==> src/hdl/ipspc_pkg.sv <==
package ipspc_pkg;

    // Address family codes, sampled on the first beat of a packet.
    localparam logic [1:0] FAM_IPV4 = 2'd0;
    localparam logic [1:0] FAM_IPV6 = 2'd1;

    localparam int OFFSET_W = 7;
    localparam logic [OFFSET_W-1:0] OFFSET_MAX = 7'd127;

    // Fixed header offsets.
    localparam logic [OFFSET_W-1:0] OFF_FRAG_HI   = 7'd6;
    localparam logic [OFFSET_W-1:0] OFF_FRAG_LO   = 7'd7;
    localparam logic [OFFSET_W-1:0] OFF_V6_NEXT   = 7'd6;
    localparam logic [OFFSET_W-1:0] OFF_V4_PROTO  = 7'd9;
    localparam logic [OFFSET_W-1:0] OFF_V4_SRC_LO = 7'd12;
    localparam logic [OFFSET_W-1:0] OFF_V4_SRC_HI = 7'd15;
    localparam logic [OFFSET_W-1:0] OFF_V6_SRC0_LO = 7'd8;
    localparam logic [OFFSET_W-1:0] OFF_V6_SRC0_HI = 7'd15;
    localparam logic [OFFSET_W-1:0] OFF_V6_SRC1_LO = 7'd16;
    localparam logic [OFFSET_W-1:0] OFF_V6_SRC1_HI = 7'd23;
    localparam logic [OFFSET_W-1:0] V6_TRANSPORT_BASE = 7'd40;

    // Offsets within the transport header.
    localparam logic [OFFSET_W-1:0] TP_PORT_HI = 7'd2;
    localparam logic [OFFSET_W-1:0] TP_PORT_LO = 7'd3;
    localparam logic [OFFSET_W-1:0] TP_FLAGS   = 7'd13;

    // Length limits.
    localparam logic [OFFSET_W:0] V4_MIN_IHL   = 8'd20;
    localparam logic [OFFSET_W:0] V4_MIN_LEN   = 8'd16;
    localparam logic [OFFSET_W:0] V6_MIN_LEN   = 8'd24;

    localparam logic [3:0]  VERSION_V4 = 4'd4;
    localparam logic [3:0]  VERSION_V6 = 4'd6;

    localparam logic [7:0]  PROTO_ICMP   = 8'd1;
    localparam logic [7:0]  PROTO_TCP    = 8'd6;
    localparam logic [7:0]  PROTO_ICMPV6 = 8'd58;

    localparam logic [7:0]  ICMP_ECHO_REQ   = 8'd8;
    localparam logic [7:0]  ICMPV6_ECHO_REQ = 8'd128;

    localparam logic [7:0]  TCP_SYN_ACK_MASK = 8'h12;
    localparam logic [7:0]  TCP_SYN_ONLY     = 8'h02;
    localparam logic [15:0] FRAG_OFFSET_MASK = 16'h1fff;

    typedef struct packed {
        logic [7:0] packet_byte;
        logic       last_byte;
        logic [1:0] family;
    } in_beat_t;

    typedef struct packed {
        logic        hit;
        logic        touch_kind;
        logic [15:0] dest_port;
        logic        source_is_v6;
        logic [63:0] source_high;
        logic [63:0] source_low;
    } result_t;

endpackage

==> src/hdl/ip_syn_ping_classifier_core.sv <==
// Flow: a beat accepted into the input register is parsed from there; the verdict of
// a last beat is loaded into the result register and presented on out_result.
// Throughput: one beat per cycle, set by the single parse stage between the
// input register and the result register; stalls only when a result waits.
// Reset (rst_n, asynchronous, active low) empties both registers and returns
// the byte offset and all captured header fields to zero.
module ip_syn_ping_classifier_core (
    input  logic                clk,
    input  logic                rst_n,
    input  logic                in_valid,
    output logic                in_ready,
    input  ipspc_pkg::in_beat_t in_beat,
    output logic                out_valid,
    input  logic                out_ready,
    output ipspc_pkg::result_t  out_result
);
    import ipspc_pkg::*;

    logic     sink_free;
    logic     take;
    logic     beat_valid;
    in_beat_t beat;
    result_t  verdict;
    logic     out_valid_reg;
    result_t  out_result_reg;
    logic     load;

    assign sink_free = !out_valid_reg || out_ready;
    assign load      = take && beat.last_byte;

    ipspc_in_stage u_in_stage (
        .clk        (clk),
        .rst_n      (rst_n),
        .in_valid   (in_valid),
        .in_ready   (in_ready),
        .in_beat    (in_beat),
        .sink_free  (sink_free),
        .take       (take),
        .beat_valid (beat_valid),
        .beat       (beat)
    );

    ipspc_parser u_parser (
        .clk     (clk),
        .rst_n   (rst_n),
        .take    (take),
        .beat    (beat),
        .verdict (verdict)
    );

    always_ff @(posedge clk or negedge rst_n)
    begin
        if (!rst_n)
        begin
            out_valid_reg <= 1'b0;
        end
        else if (sink_free)
        begin
            out_valid_reg <= load;
        end
    end

    always_ff @(posedge clk)
    begin
        if (load)
        begin
            out_result_reg <= verdict;
        end
    end

    assign out_valid  = out_valid_reg;
    assign out_result = out_result_reg;

    // A last beat leaving the input register always lands in the result register.
    a_last_loads: assert property (@(posedge clk) disable iff (!rst_n)
        take && beat.last_byte |=> out_valid_reg)
        else $error("last beat consumed without a result");

    // The parser only consumes a beat that is actually held.
    a_take_valid: assert property (@(posedge clk) disable iff (!rst_n)
        take |-> beat_valid)
        else $error("parser consumed an empty input register");

    a_ping_is_hit: assert property (@(posedge clk) disable iff (!rst_n)
        out_valid_reg && (out_result_reg.touch_kind || out_result_reg.source_is_v6)
            |-> out_result_reg.hit)
        else $error("result qualifiers set without a hit");

    a_miss_zero: assert property (@(posedge clk) disable iff (!rst_n)
        out_valid_reg && !out_result_reg.hit
            |-> out_result_reg.dest_port == 16'd0 && out_result_reg.source_high == 64'd0
                && out_result_reg.source_low == 64'd0)
        else $error("non-hit result carries data");

endmodule

==> src/hdl/ipspc_in_stage.sv <==
module ipspc_in_stage (
    input  logic                clk,
    input  logic                rst_n,
    input  logic                in_valid,
    output logic                in_ready,
    input  ipspc_pkg::in_beat_t in_beat,
    input  logic                sink_free,
    output logic                take,
    output logic                beat_valid,
    output ipspc_pkg::in_beat_t beat
);
    import ipspc_pkg::*;

    logic     valid_reg;
    logic     valid_next;
    in_beat_t beat_reg;

    // A beat that is not the last one only updates the parser state, so it
    // never waits for the result register.
    assign take       = valid_reg && (!beat_reg.last_byte || sink_free);
    assign in_ready   = !valid_reg || take;
    assign valid_next = in_valid || (valid_reg && !take);
    assign beat_valid = valid_reg;
    assign beat       = beat_reg;

    always_ff @(posedge clk or negedge rst_n)
    begin
        if (!rst_n)
        begin
            valid_reg <= 1'b0;
        end
        else if (in_ready)
        begin
            valid_reg <= valid_next;
        end
    end

    always_ff @(posedge clk)
    begin
        if (in_valid && in_ready)
        begin
            beat_reg <= in_beat;
        end
    end

endmodule

==> src/hdl/ipspc_parser.sv <==
module ipspc_parser (
    input  logic                clk,
    input  logic                rst_n,
    input  logic                take,
    input  ipspc_pkg::in_beat_t beat,
    output ipspc_pkg::result_t  verdict
);
    import ipspc_pkg::*;

    logic [OFFSET_W-1:0] offset_reg;
    logic [7:0]          first_reg;
    logic [15:0]         frag_reg;
    logic [7:0]          proto_reg;
    logic [63:0]         src0_reg;
    logic [63:0]         src1_reg;
    logic [15:0]         port_reg;
    logic [7:0]          flags_reg;
    logic [7:0]          icmp_reg;
    logic [1:0]          fam_reg;

    logic [OFFSET_W-1:0] offset_next;
    logic [7:0]          first_next;
    logic [15:0]         frag_next;
    logic [7:0]          proto_next;
    logic [63:0]         src0_next;
    logic [63:0]         src1_next;
    logic [15:0]         port_next;
    logic [7:0]          flags_next;
    logic [7:0]          icmp_next;
    logic [1:0]          fam_next;

    logic [OFFSET_W-1:0] off;
    logic [7:0]          b;
    logic [OFFSET_W-1:0] base;
    logic [OFFSET_W:0]   len;
    logic [OFFSET_W:0]   ihl;
    logic                is_v4;
    logic                is_v6;
    logic                v4_ok;
    logic                v6_ok;
    logic                syn_ok;
    logic                hit;
    logic                ping;

    assign off = offset_reg;
    assign b   = beat.packet_byte;

    // Captures for the current beat; the verdict sees these updated values.
    always_comb
    begin
        first_next = (off == '0) ? b : first_reg;
        fam_next   = (off == '0) ? beat.family : fam_reg;
        is_v4      = (fam_next == FAM_IPV4);
        is_v6      = (fam_next == FAM_IPV6);
        base       = is_v4 ? {1'b0, first_next[3:0], 2'b00} : V6_TRANSPORT_BASE;

        frag_next  = frag_reg;
        proto_next = proto_reg;
        src0_next  = src0_reg;
        src1_next  = src1_reg;
        port_next  = port_reg;
        flags_next = flags_reg;
        icmp_next  = icmp_reg;

        if (off == OFF_FRAG_HI || off == OFF_FRAG_LO)
        begin
            frag_next = {frag_reg[7:0], b};
        end
        if ((is_v4 && off == OFF_V4_PROTO) || (is_v6 && off == OFF_V6_NEXT))
        begin
            proto_next = b;
        end
        if (is_v4 && off >= OFF_V4_SRC_LO && off <= OFF_V4_SRC_HI)
        begin
            src1_next = {32'd0, src1_reg[23:0], b};
        end
        if (is_v6 && off >= OFF_V6_SRC0_LO && off <= OFF_V6_SRC0_HI)
        begin
            src0_next = {src0_reg[55:0], b};
        end
        if (is_v6 && off >= OFF_V6_SRC1_LO && off <= OFF_V6_SRC1_HI)
        begin
            src1_next = {src1_reg[55:0], b};
        end
        if (off == base)
        begin
            icmp_next = b;
        end
        if (off == base + TP_PORT_HI || off == base + TP_PORT_LO)
        begin
            port_next = {port_reg[7:0], b};
        end
        if (off == base + TP_FLAGS)
        begin
            flags_next = b;
        end

        offset_next = (off < OFFSET_MAX) ? off + 7'd1 : off;
    end

    // Verdict on the last beat of the packet.
    always_comb
    begin
        len    = {1'b0, off} + 8'd1;
        ihl    = {2'b00, first_next[3:0], 2'b00};
        syn_ok = (({1'b0, base} + {1'b0, TP_FLAGS}) < len)
              && ((flags_next & TCP_SYN_ACK_MASK) == TCP_SYN_ONLY);
        v4_ok  = is_v4 && first_next[7:4] == VERSION_V4 && ihl >= V4_MIN_IHL
              && ihl <= len && len >= V4_MIN_LEN
              && (frag_next & FRAG_OFFSET_MASK) == 16'd0;
        v6_ok  = is_v6 && first_next[7:4] == VERSION_V6 && len >= V6_MIN_LEN;
        hit    = 1'b0;
        ping   = 1'b0;
        if (v4_ok)
        begin
            if (proto_next == PROTO_TCP)
            begin
                hit = syn_ok;
            end
            else if (proto_next == PROTO_ICMP)
            begin
                hit  = ({1'b0, base} < len) && icmp_next == ICMP_ECHO_REQ;
                ping = hit;
            end
        end
        else if (v6_ok)
        begin
            if (proto_next == PROTO_TCP)
            begin
                hit = syn_ok;
            end
            else if (proto_next == PROTO_ICMPV6)
            begin
                hit  = ({1'b0, base} < len) && icmp_next == ICMPV6_ECHO_REQ;
                ping = hit;
            end
        end

        verdict.hit          = hit;
        verdict.touch_kind   = ping;
        verdict.dest_port    = (hit && !ping) ? port_next : 16'd0;
        verdict.source_is_v6 = hit && is_v6;
        verdict.source_high  = (hit && is_v6) ? src0_next : 64'd0;
        verdict.source_low   = !hit  ? 64'd0 :
                               is_v6 ? src1_next : {32'd0, src1_next[31:0]};
    end

    always_ff @(posedge clk or negedge rst_n)
    begin
        if (!rst_n)
        begin
            offset_reg <= '0;
            first_reg  <= '0;
            frag_reg   <= '0;
            proto_reg  <= '0;
            src0_reg   <= '0;
            src1_reg   <= '0;
            port_reg   <= '0;
            flags_reg  <= '0;
            icmp_reg   <= '0;
            fam_reg    <= '0;
        end
        else if (take)
        begin
            if (beat.last_byte)
            begin
                offset_reg <= '0;
                first_reg  <= '0;
                frag_reg   <= '0;
                proto_reg  <= '0;
                src0_reg   <= '0;
                src1_reg   <= '0;
                port_reg   <= '0;
                flags_reg  <= '0;
                icmp_reg   <= '0;
                fam_reg    <= '0;
            end
            else
            begin
                offset_reg <= offset_next;
                first_reg  <= first_next;
                frag_reg   <= frag_next;
                proto_reg  <= proto_next;
                src0_reg   <= src0_next;
                src1_reg   <= src1_next;
                port_reg   <= port_next;
                flags_reg  <= flags_next;
                icmp_reg   <= icmp_next;
                fam_reg    <= fam_next;
            end
        end
    end

endmodule
==> config.mk <==
export PLATFORM = sky130hd
export DESIGN_NAME = ip_syn_ping_classifier_core
export DESIGN_NICKNAME = d
export VERILOG_FILES = /design/src/hdl/ipspc_pkg.sv /design/src/hdl/ip_syn_ping_classifier_core.sv /design/src/hdl/ipspc_in_stage.sv /design/src/hdl/ipspc_parser.sv
export SDC_FILE = /design/constraint.sdc
export NUM_CORES = 1
export LEC_CHECK = 0
export BUFFER_PORTS_ARGS = -buffer_cell sky130_fd_sc_hd__buf_2
export CORE_ASPECT_RATIO = 1.75
export CORE_MARGIN = 2
export CORE_UTILIZATION = 50
export DETAILED_ROUTE_END_ITERATION = 7
export GPL_TIMING_DRIVEN = 0
export PLACE_DENSITY = 0.71
export SKIP_LAST_GASP = 1
export SLEW_MARGIN = 10
export SYNTH_ARGS = -nofsm -noshare
export SYNTH_HDL_FRONTEND = slang
export SYNTH_HIERARCHICAL = 1
export SYNTH_SLANG_ARGS = --single-unit
==> constraint.sdc <==
create_clock -name clk -period 6.79 [get_ports clk]
set_input_delay 0.3395 -clock clk [delete_from_list [all_inputs] [get_ports clk]]
set_output_delay 0.3395 -clock clk [all_outputs]
set_load 0.03 [all_outputs]
# == Word level (Yosys, flattened, before mapping) ==
# Index checks and enable logic that the tools add are counted.
# op_classes
muxes,32
order_cmp,12
n_reduce_logical,42
addsub,6
n_eq_ne,16
# op_table
cell,count
$mux W64,5
$mux W8,6
$mux W16,2
$eq A7 B7 Y1,4
$mux W13,2
$logic_and A1 B1 Y1,24
$ge A8 B5 Y1 const B,2
$logic_not A16 Y1,1
$add A7 B2 Y7 const B,2
$eq A7 B3 Y1 const B,2
$ge A7 B4 Y1 const B,2
$mux W7,2
$mux W1,10
$mux W5,2
$add A7 B1 Y8 const B,1
$add A7 B4 Y8 const B,1
$eq A4 B3 Y1 const B,2
$eq A8 B1 Y1 const B,1
$eq A8 B3 Y1 const B,1
$eq A8 B4 Y1 const B,1
$eq A8 B6 Y1 const B,1
$eq A8 B8 Y1 const B,1
$le A6 B8 Y1,1
$lt A7 B8 Y1,1
other kinds (18),31
# word_totals
elab_cells,130
reg_bits,352
inputBits,15

# == Depth between registers and ports, before layout ==
# logic_depth
depth_word,14
ltp_mapped,21

# == Cells and area by module ==
# The synthesis kept the hierarchy.
# by_module_without_submodules
mod,instances,area_per_inst_um2,cells_per_inst
ipspc_parser,1,12245.5,1186
ip_syn_ping_classifier_core,1,4466.8,152
ipspc_in_stage,1,401.6,17

# == Least setup slack after synthesis ==
# Ideal clock, no wire load.
# synth_timing
path_type,reg2reg
start,"reg out_valid_reg, in the netlist out_valid"
end,reg out_result_reg (netlist bit out_result[0]) (enable)
arrival_time_ns,3.810
path_slack_ns,2.480
setup_ns,0.500
path_stages_with_launch,6
path_buffers,0
t_required_ns,6.290
synth_period_minus_slack_ns,4.310
path_cell_list,dfrtp_1 -> nand2b_4 -> inv_1 -> a21boi_0 -> nand2_1 -> inv_1
# synth_between
elab_chain_len,5
# synth_rtl
element,line,text
from (decl),ip_syn_ping_classifier_core.sv:24,logic out_valid_reg;
from (signal assigned),ip_syn_ping_classifier_core.sv:59,out_valid_reg <= load;
$logic_not A1 Y1,ip_syn_ping_classifier_core.sv:28,assign sink_free = !out_valid_reg || out_ready;
$logic_or A1 B1 Y1,ip_syn_ping_classifier_core.sv:28,
via sink_free,ip_syn_ping_classifier_core.sv:19,logic sink_free;
$logic_or A1 B1 Y1,ipspc_in_stage.sv:20,assign take = valid_reg && (!beat_reg.last_byte || sink_free);
$logic_and A1 B1 Y1,ipspc_in_stage.sv:20,
via take,ip_syn_ping_classifier_core.sv:20,logic take;
$logic_and A1 B1 Y1,ip_syn_ping_classifier_core.sv:29,assign load = take && beat.last_byte;
via load,ip_syn_ping_classifier_core.sv:26,logic load;
to (signal assigned),ip_syn_ping_classifier_core.sv:67,out_result_reg <= verdict;
to (decl),ip_syn_ping_classifier_core.sv:25,result_t out_result_reg;
# The timed path passes the listed nets, and every way through them passes these cells.
# A chain may end at the register's enable or synchronous reset.

# == Worst setup path in the final report ==
# layout_timing
start,"reg u_parser.offset_reg[0], in the netlist u_parser/off[0]"
end,reg out_result_reg (netlist bit out_result[137]) (data pin)
# layout_between
elab_chain_len,14
word_cells_on_any_way,65
# layout_rtl
element,line,text
from (decl),ipspc_parser.sv:10,logic [OFFSET_W-1:0] offset_reg;
from (signal assigned),ipspc_parser.sv:180,offset_reg <= offset_next;
"parallel branches: the longest is 14 deep, another holds $add A7 B4 Y8",-,
# Several ways; the timed one is not identified. The select of a mux whose other input is x is not followed.

==> implementation parameters <==
Parameter                              Value

Worst setup path
  Critical path capture point type ... register
  Cell at the slowest stage of the critical path ... dfrtp_1
  Worst setup path category ... reg2reg
  Largest delay contributor family on the critical path ... simple AND/OR/NAND/NOR gates
  Data arrival time of the critical path ... roughly 5.4 ns
  Critical Path Fanout Max ... 10
  Sequence of cells on the critical path ... inv_1, ha_1, nand2b_1, buf_2, or2_0, buf_2, buf_6, clkbuf_1, nand2_1, nand2_1, ha_1, a21o_1, a21o_1, a21oi_1, and3b_1, or3_1, and2_1, buf_2, nand3b_1, buf_2, nor2_1
  Critical path launch point type ... register
  Highest cell delay on the worst timing path ... roughly 0.46 ns
  Cell type with the highest occurrence count on the critical path ... buf_2
  Critical path required time ... 7.16 ns
  Worst path bufs/invs ... 7

Synthesis
  Area leader, netlist ... dfrtp_1
  Cell with the most instances after synthesis ... dfrtp_1
  Mapped Nets ... between 1k and 1.5k
  Register area share after synthesis ... 56.09%
  Most frequent cells after synthesis ... dfrtp_1, edfxtp_1, a22oi_1, mux2i_1, nor3_2
  Number of synthesis warnings ... 6
  Area fraction of the dominant cell type after synthesis ... 28.37%
  Count of flip-flops with a built-in enable after synthesis ... 158
  #FFs+latches synth ... 352
  Dominant synthesized flop cell ... dfrtp_1
  Mapped cell area ... 0.01711 mm²
  Syn_area_per_cell ... around 13 µm²
  Cells taking the most area after synthesis ... dfrtp_1, edfxtp_1, mux2i_1, nor3_2, a22oi_1
  Cell count after synthesis ... between 1k and 1.5k
  Netlist cell types ... a little under 70
  Proportion of register bits with asynchronous set or reset after synthesis ... a little under three fifths

Routing
  Overall routed net length ... 45930 µm
  Antenna violation net count after detailed routing ... 0
  Total vias in the final route ... 12.55k
  Routed wirelength normalized by instance count ... 22.40 µm
  Mean number of vias per cell ... between 6 and 7
  DRT Pass-1 Iters ... 5
  Total DRC errors in the routed layout ... 0
  Number of DRC markers in iteration 0 ... 979

STA
  Setup Total Neg Slack ... 0 ns
  Maximum clock skew at final layout ... 0.01705 ns
  RSZ-0062 raised after global routing ... false
  Total of endpoints with negative setup slack in the final report ... 0
  Slew Limit Headroom ... 30.54%
  Post-layout min period ... 5.055 ns
  Final worst-path cycle share ... 74.45%
  Final Hold Violating Endpoints ... 0
  Final WS setup ... ~1.7 ns
  Worst Tran Pin Value ... about 1.0 ns
  Number of max-slew violations in the final report ... 0
  Worst slack on hold paths ... 0.02539 ns
  Upper clock frequency limit ... 197.8 MHz

GRT
  Met1 routing resource usage after global routing ... 30.02%
  Global-route wire length before repair ... just over 70000 µm
  Met2 GRT Util ... a little under half
  Largest net degree at the start of global routing ... approximately 110
  Via count of the first global-routing pass ... 12.64k
  Total routing usage reported by global routing ... 25.65%
  Routing usage on met3 ... 3.095%
  Initial antenna violation count ... 0
  Most heavily used metal layer in global routing ... met2
  Total overflow reported by the global router ... 0

Clock network
  Clock root buffer master ... clkbuf_16
  # clock sinks ... between 300 and 400
  Clk pin slew, worst setup/hold paths ... ~0.060 ns
  TritonCTS clock tree ... built
  Post-cts repair resize count ... 0
  Clock latency of the later-clocked register in the worst-skew pair ... 0.53 ns
  Maximum root-to-sink buffer count ... 3
  # H-tree levels ... 2
  TritonCTS Buffers ... 35

Power
  Pwr dens ... 256.4 mW/mm²
  Cell internal pwr ... between 3 and 4 mW
  Overall Power ... about 5.1 mW
  Net switching power figure ... 1.385 mW
  Fraction of power consumed by the clock network ... 38.4%
  Highest ir drop seen on vdd ... around 0.20 mV
  Share of power burned in registers ... between 40% and 50%
  Switching power share of the total ... 27.21%
  Reported leakage power ... 7.799 nW
  Share of power burned in combinational logic ... 13.8%

Final layout
  Share of final-layout standard cells stronger than drive strength 1 ... 23.87%
  Filler Cell Count ... approximately 2.8k
  Fin nets ... 1600
  Post-Layout Cell Count ... a little over 2k
  Number of antenna cells inserted ... 0
  Post-synthesis to final-layout area growth ... 15.97%
  Largest register FFs ... about 150

Die
  Horizontal die dimension ... about 140 µm
  Ports placed on the boundary ... 164
  Initial Util ... 50.72%
  Site row count ... 89
  Area of the placeable core ... 0.03374 mm²
  Die Y ... 248.7 µm
  DIE AREA ... 0.03578 mm²

Place
  Cell count after placement ... 1975
  Final weighted congestion in routability-driven placement ... 0.9912
  Port buffer count ... 163
  Worst slack after detailed placement ... 1.850 ns
  Post-detail-place hpwl ... 32580 µm

Worst hold path
  Tightest Hold Check Type ... in2reg

Run status
  Outcome ... completed

Run
  Maximum capacitance violations ... 0
==> worst reg2reg max path, cell delays in order, from the launching register on <==
cell and delay [ns]:
dfrtp_1 0.46, inv_1 0.12, ha_1 0.28, nand2b_1 0.10, buf_2 0.22, or2_0 0.13, buf_2 0.15, buf_6 0.16
clkbuf_1 0.45, nand2_1 0.10, nand2_1 0.18, ha_1 0.28, a21o_1 0.16, a21o_1 0.17, a21oi_1 0.13, and3b_1 0.21
or3_1 0.38, and2_1 0.17, buf_2 0.20, nand3b_1 0.40, buf_2 0.31, nor2_1 0.15
==> final cells by class <==
type	count	area (µm²)	area share, %
buffer	142	671.9	3.385
clock buffer	41	939.7	4.734
clock inverter	23	219.0	1.103
inverter	16	65.06	0.3278
multi-input combinational	845	6783	34.17
sequential	352	9599	48.36
tap	455	569.3	2.868
timing repair buffer	177	1001	5.043
==> layout by cell type, fill, tap and decap left out, drive strengths merged, types with 21 or more instances in the layout <==
master / netlist / layout
nand2: 32 / 32
mux2i: 122 / 122
a22o: 83 / 83
nor3: 141 / 141
dfrtp: 194 / 194
edfxtp: 158 / 158
a22oi: 133 / 133
o2bb2ai: 101 / 101
clkbuf: 103 / 144
buf: 39 / 204
inv: 16 / 21
nor2: 45 / 45
==> worst paths after layout <==
| path | from | slack, ns | cells past startpoint | to |
|---|---|---|---|---|
| max | u_parser/off[0] | 1.73 | 21 | out_result[137] |
| min | in_valid | 0.03 | 2 | u_in_stage/beat_valid |
| max reg2reg | u_parser/off[0] | 1.73 | 21 | out_result[137] |
| min reg2reg | u_parser/src1_reg[63] | 0.51 | 1 | u_parser/src1_reg[63] |
| max in group asynchronous | rst_n | 5.37 | 3 | u_parser/off[0] |
| min in group asynchronous | rst_n | 0.42 | 2 | u_parser/src1_reg[44] |
==> routing by layer <==
metal  vias up  part of all wire, %  routed length (µm)
li1       5699                    -                   -
met1      6242                   37               17110
met2       479                   53               24250
met3       130                  4.6                2127
met4         0                  5.3                2448
met5         -                    0                   0
==> power by group through the flow <==
| stage | sequential (mW) | combinational (mW) | clock (mW) |
|---|---|---|---|
| final | 2.43 | 0.701 | 1.95 |
| after floorplan | 2.50 | 0.419 | 0 |
| after global routing | 2.44 | 0.758 | 2.07 |
| after global placement | 2.47 | 0.670 | 0 |
| after CTS | 2.43 | 0.696 | 1.99 |
| after detailed placement | 2.47 | 0.688 | 0 |
==> stage by stage <==
step           area [µm²]  util (%)
3_5_place_dp        18570     55.03
4_1_cts             19850     58.82
5_1_grt             19850     58.82
6_report            19850     58.82
3_3_place_gp        18500     54.83
2_1_floorplan       17110         -
==> kinds of logic (layout without fill, tap and decap cells) <==
group	count (synthesis)	in the layout	synth area share, %
xor gates and xnor gates	9	9	0.4606
AOI/OAI and AO/OA	392	392	18.26
and+or+nand+nor	304	304	12.48
DFF	352	352	56.09
buffers and inverters	158	399	4.277
adders and majority gates	16	16	1.170
muxes	124	124	7.267
==> repair_timing <==
| action | 4_1_cts | 5_1_grt |
|---|---|---|
| hold endpoints to repair | 98 | 0 |
| setup buffers | 0 | 0 |
| hold buffers | 12 | 0 |
(Power assumes the default switching activity.)
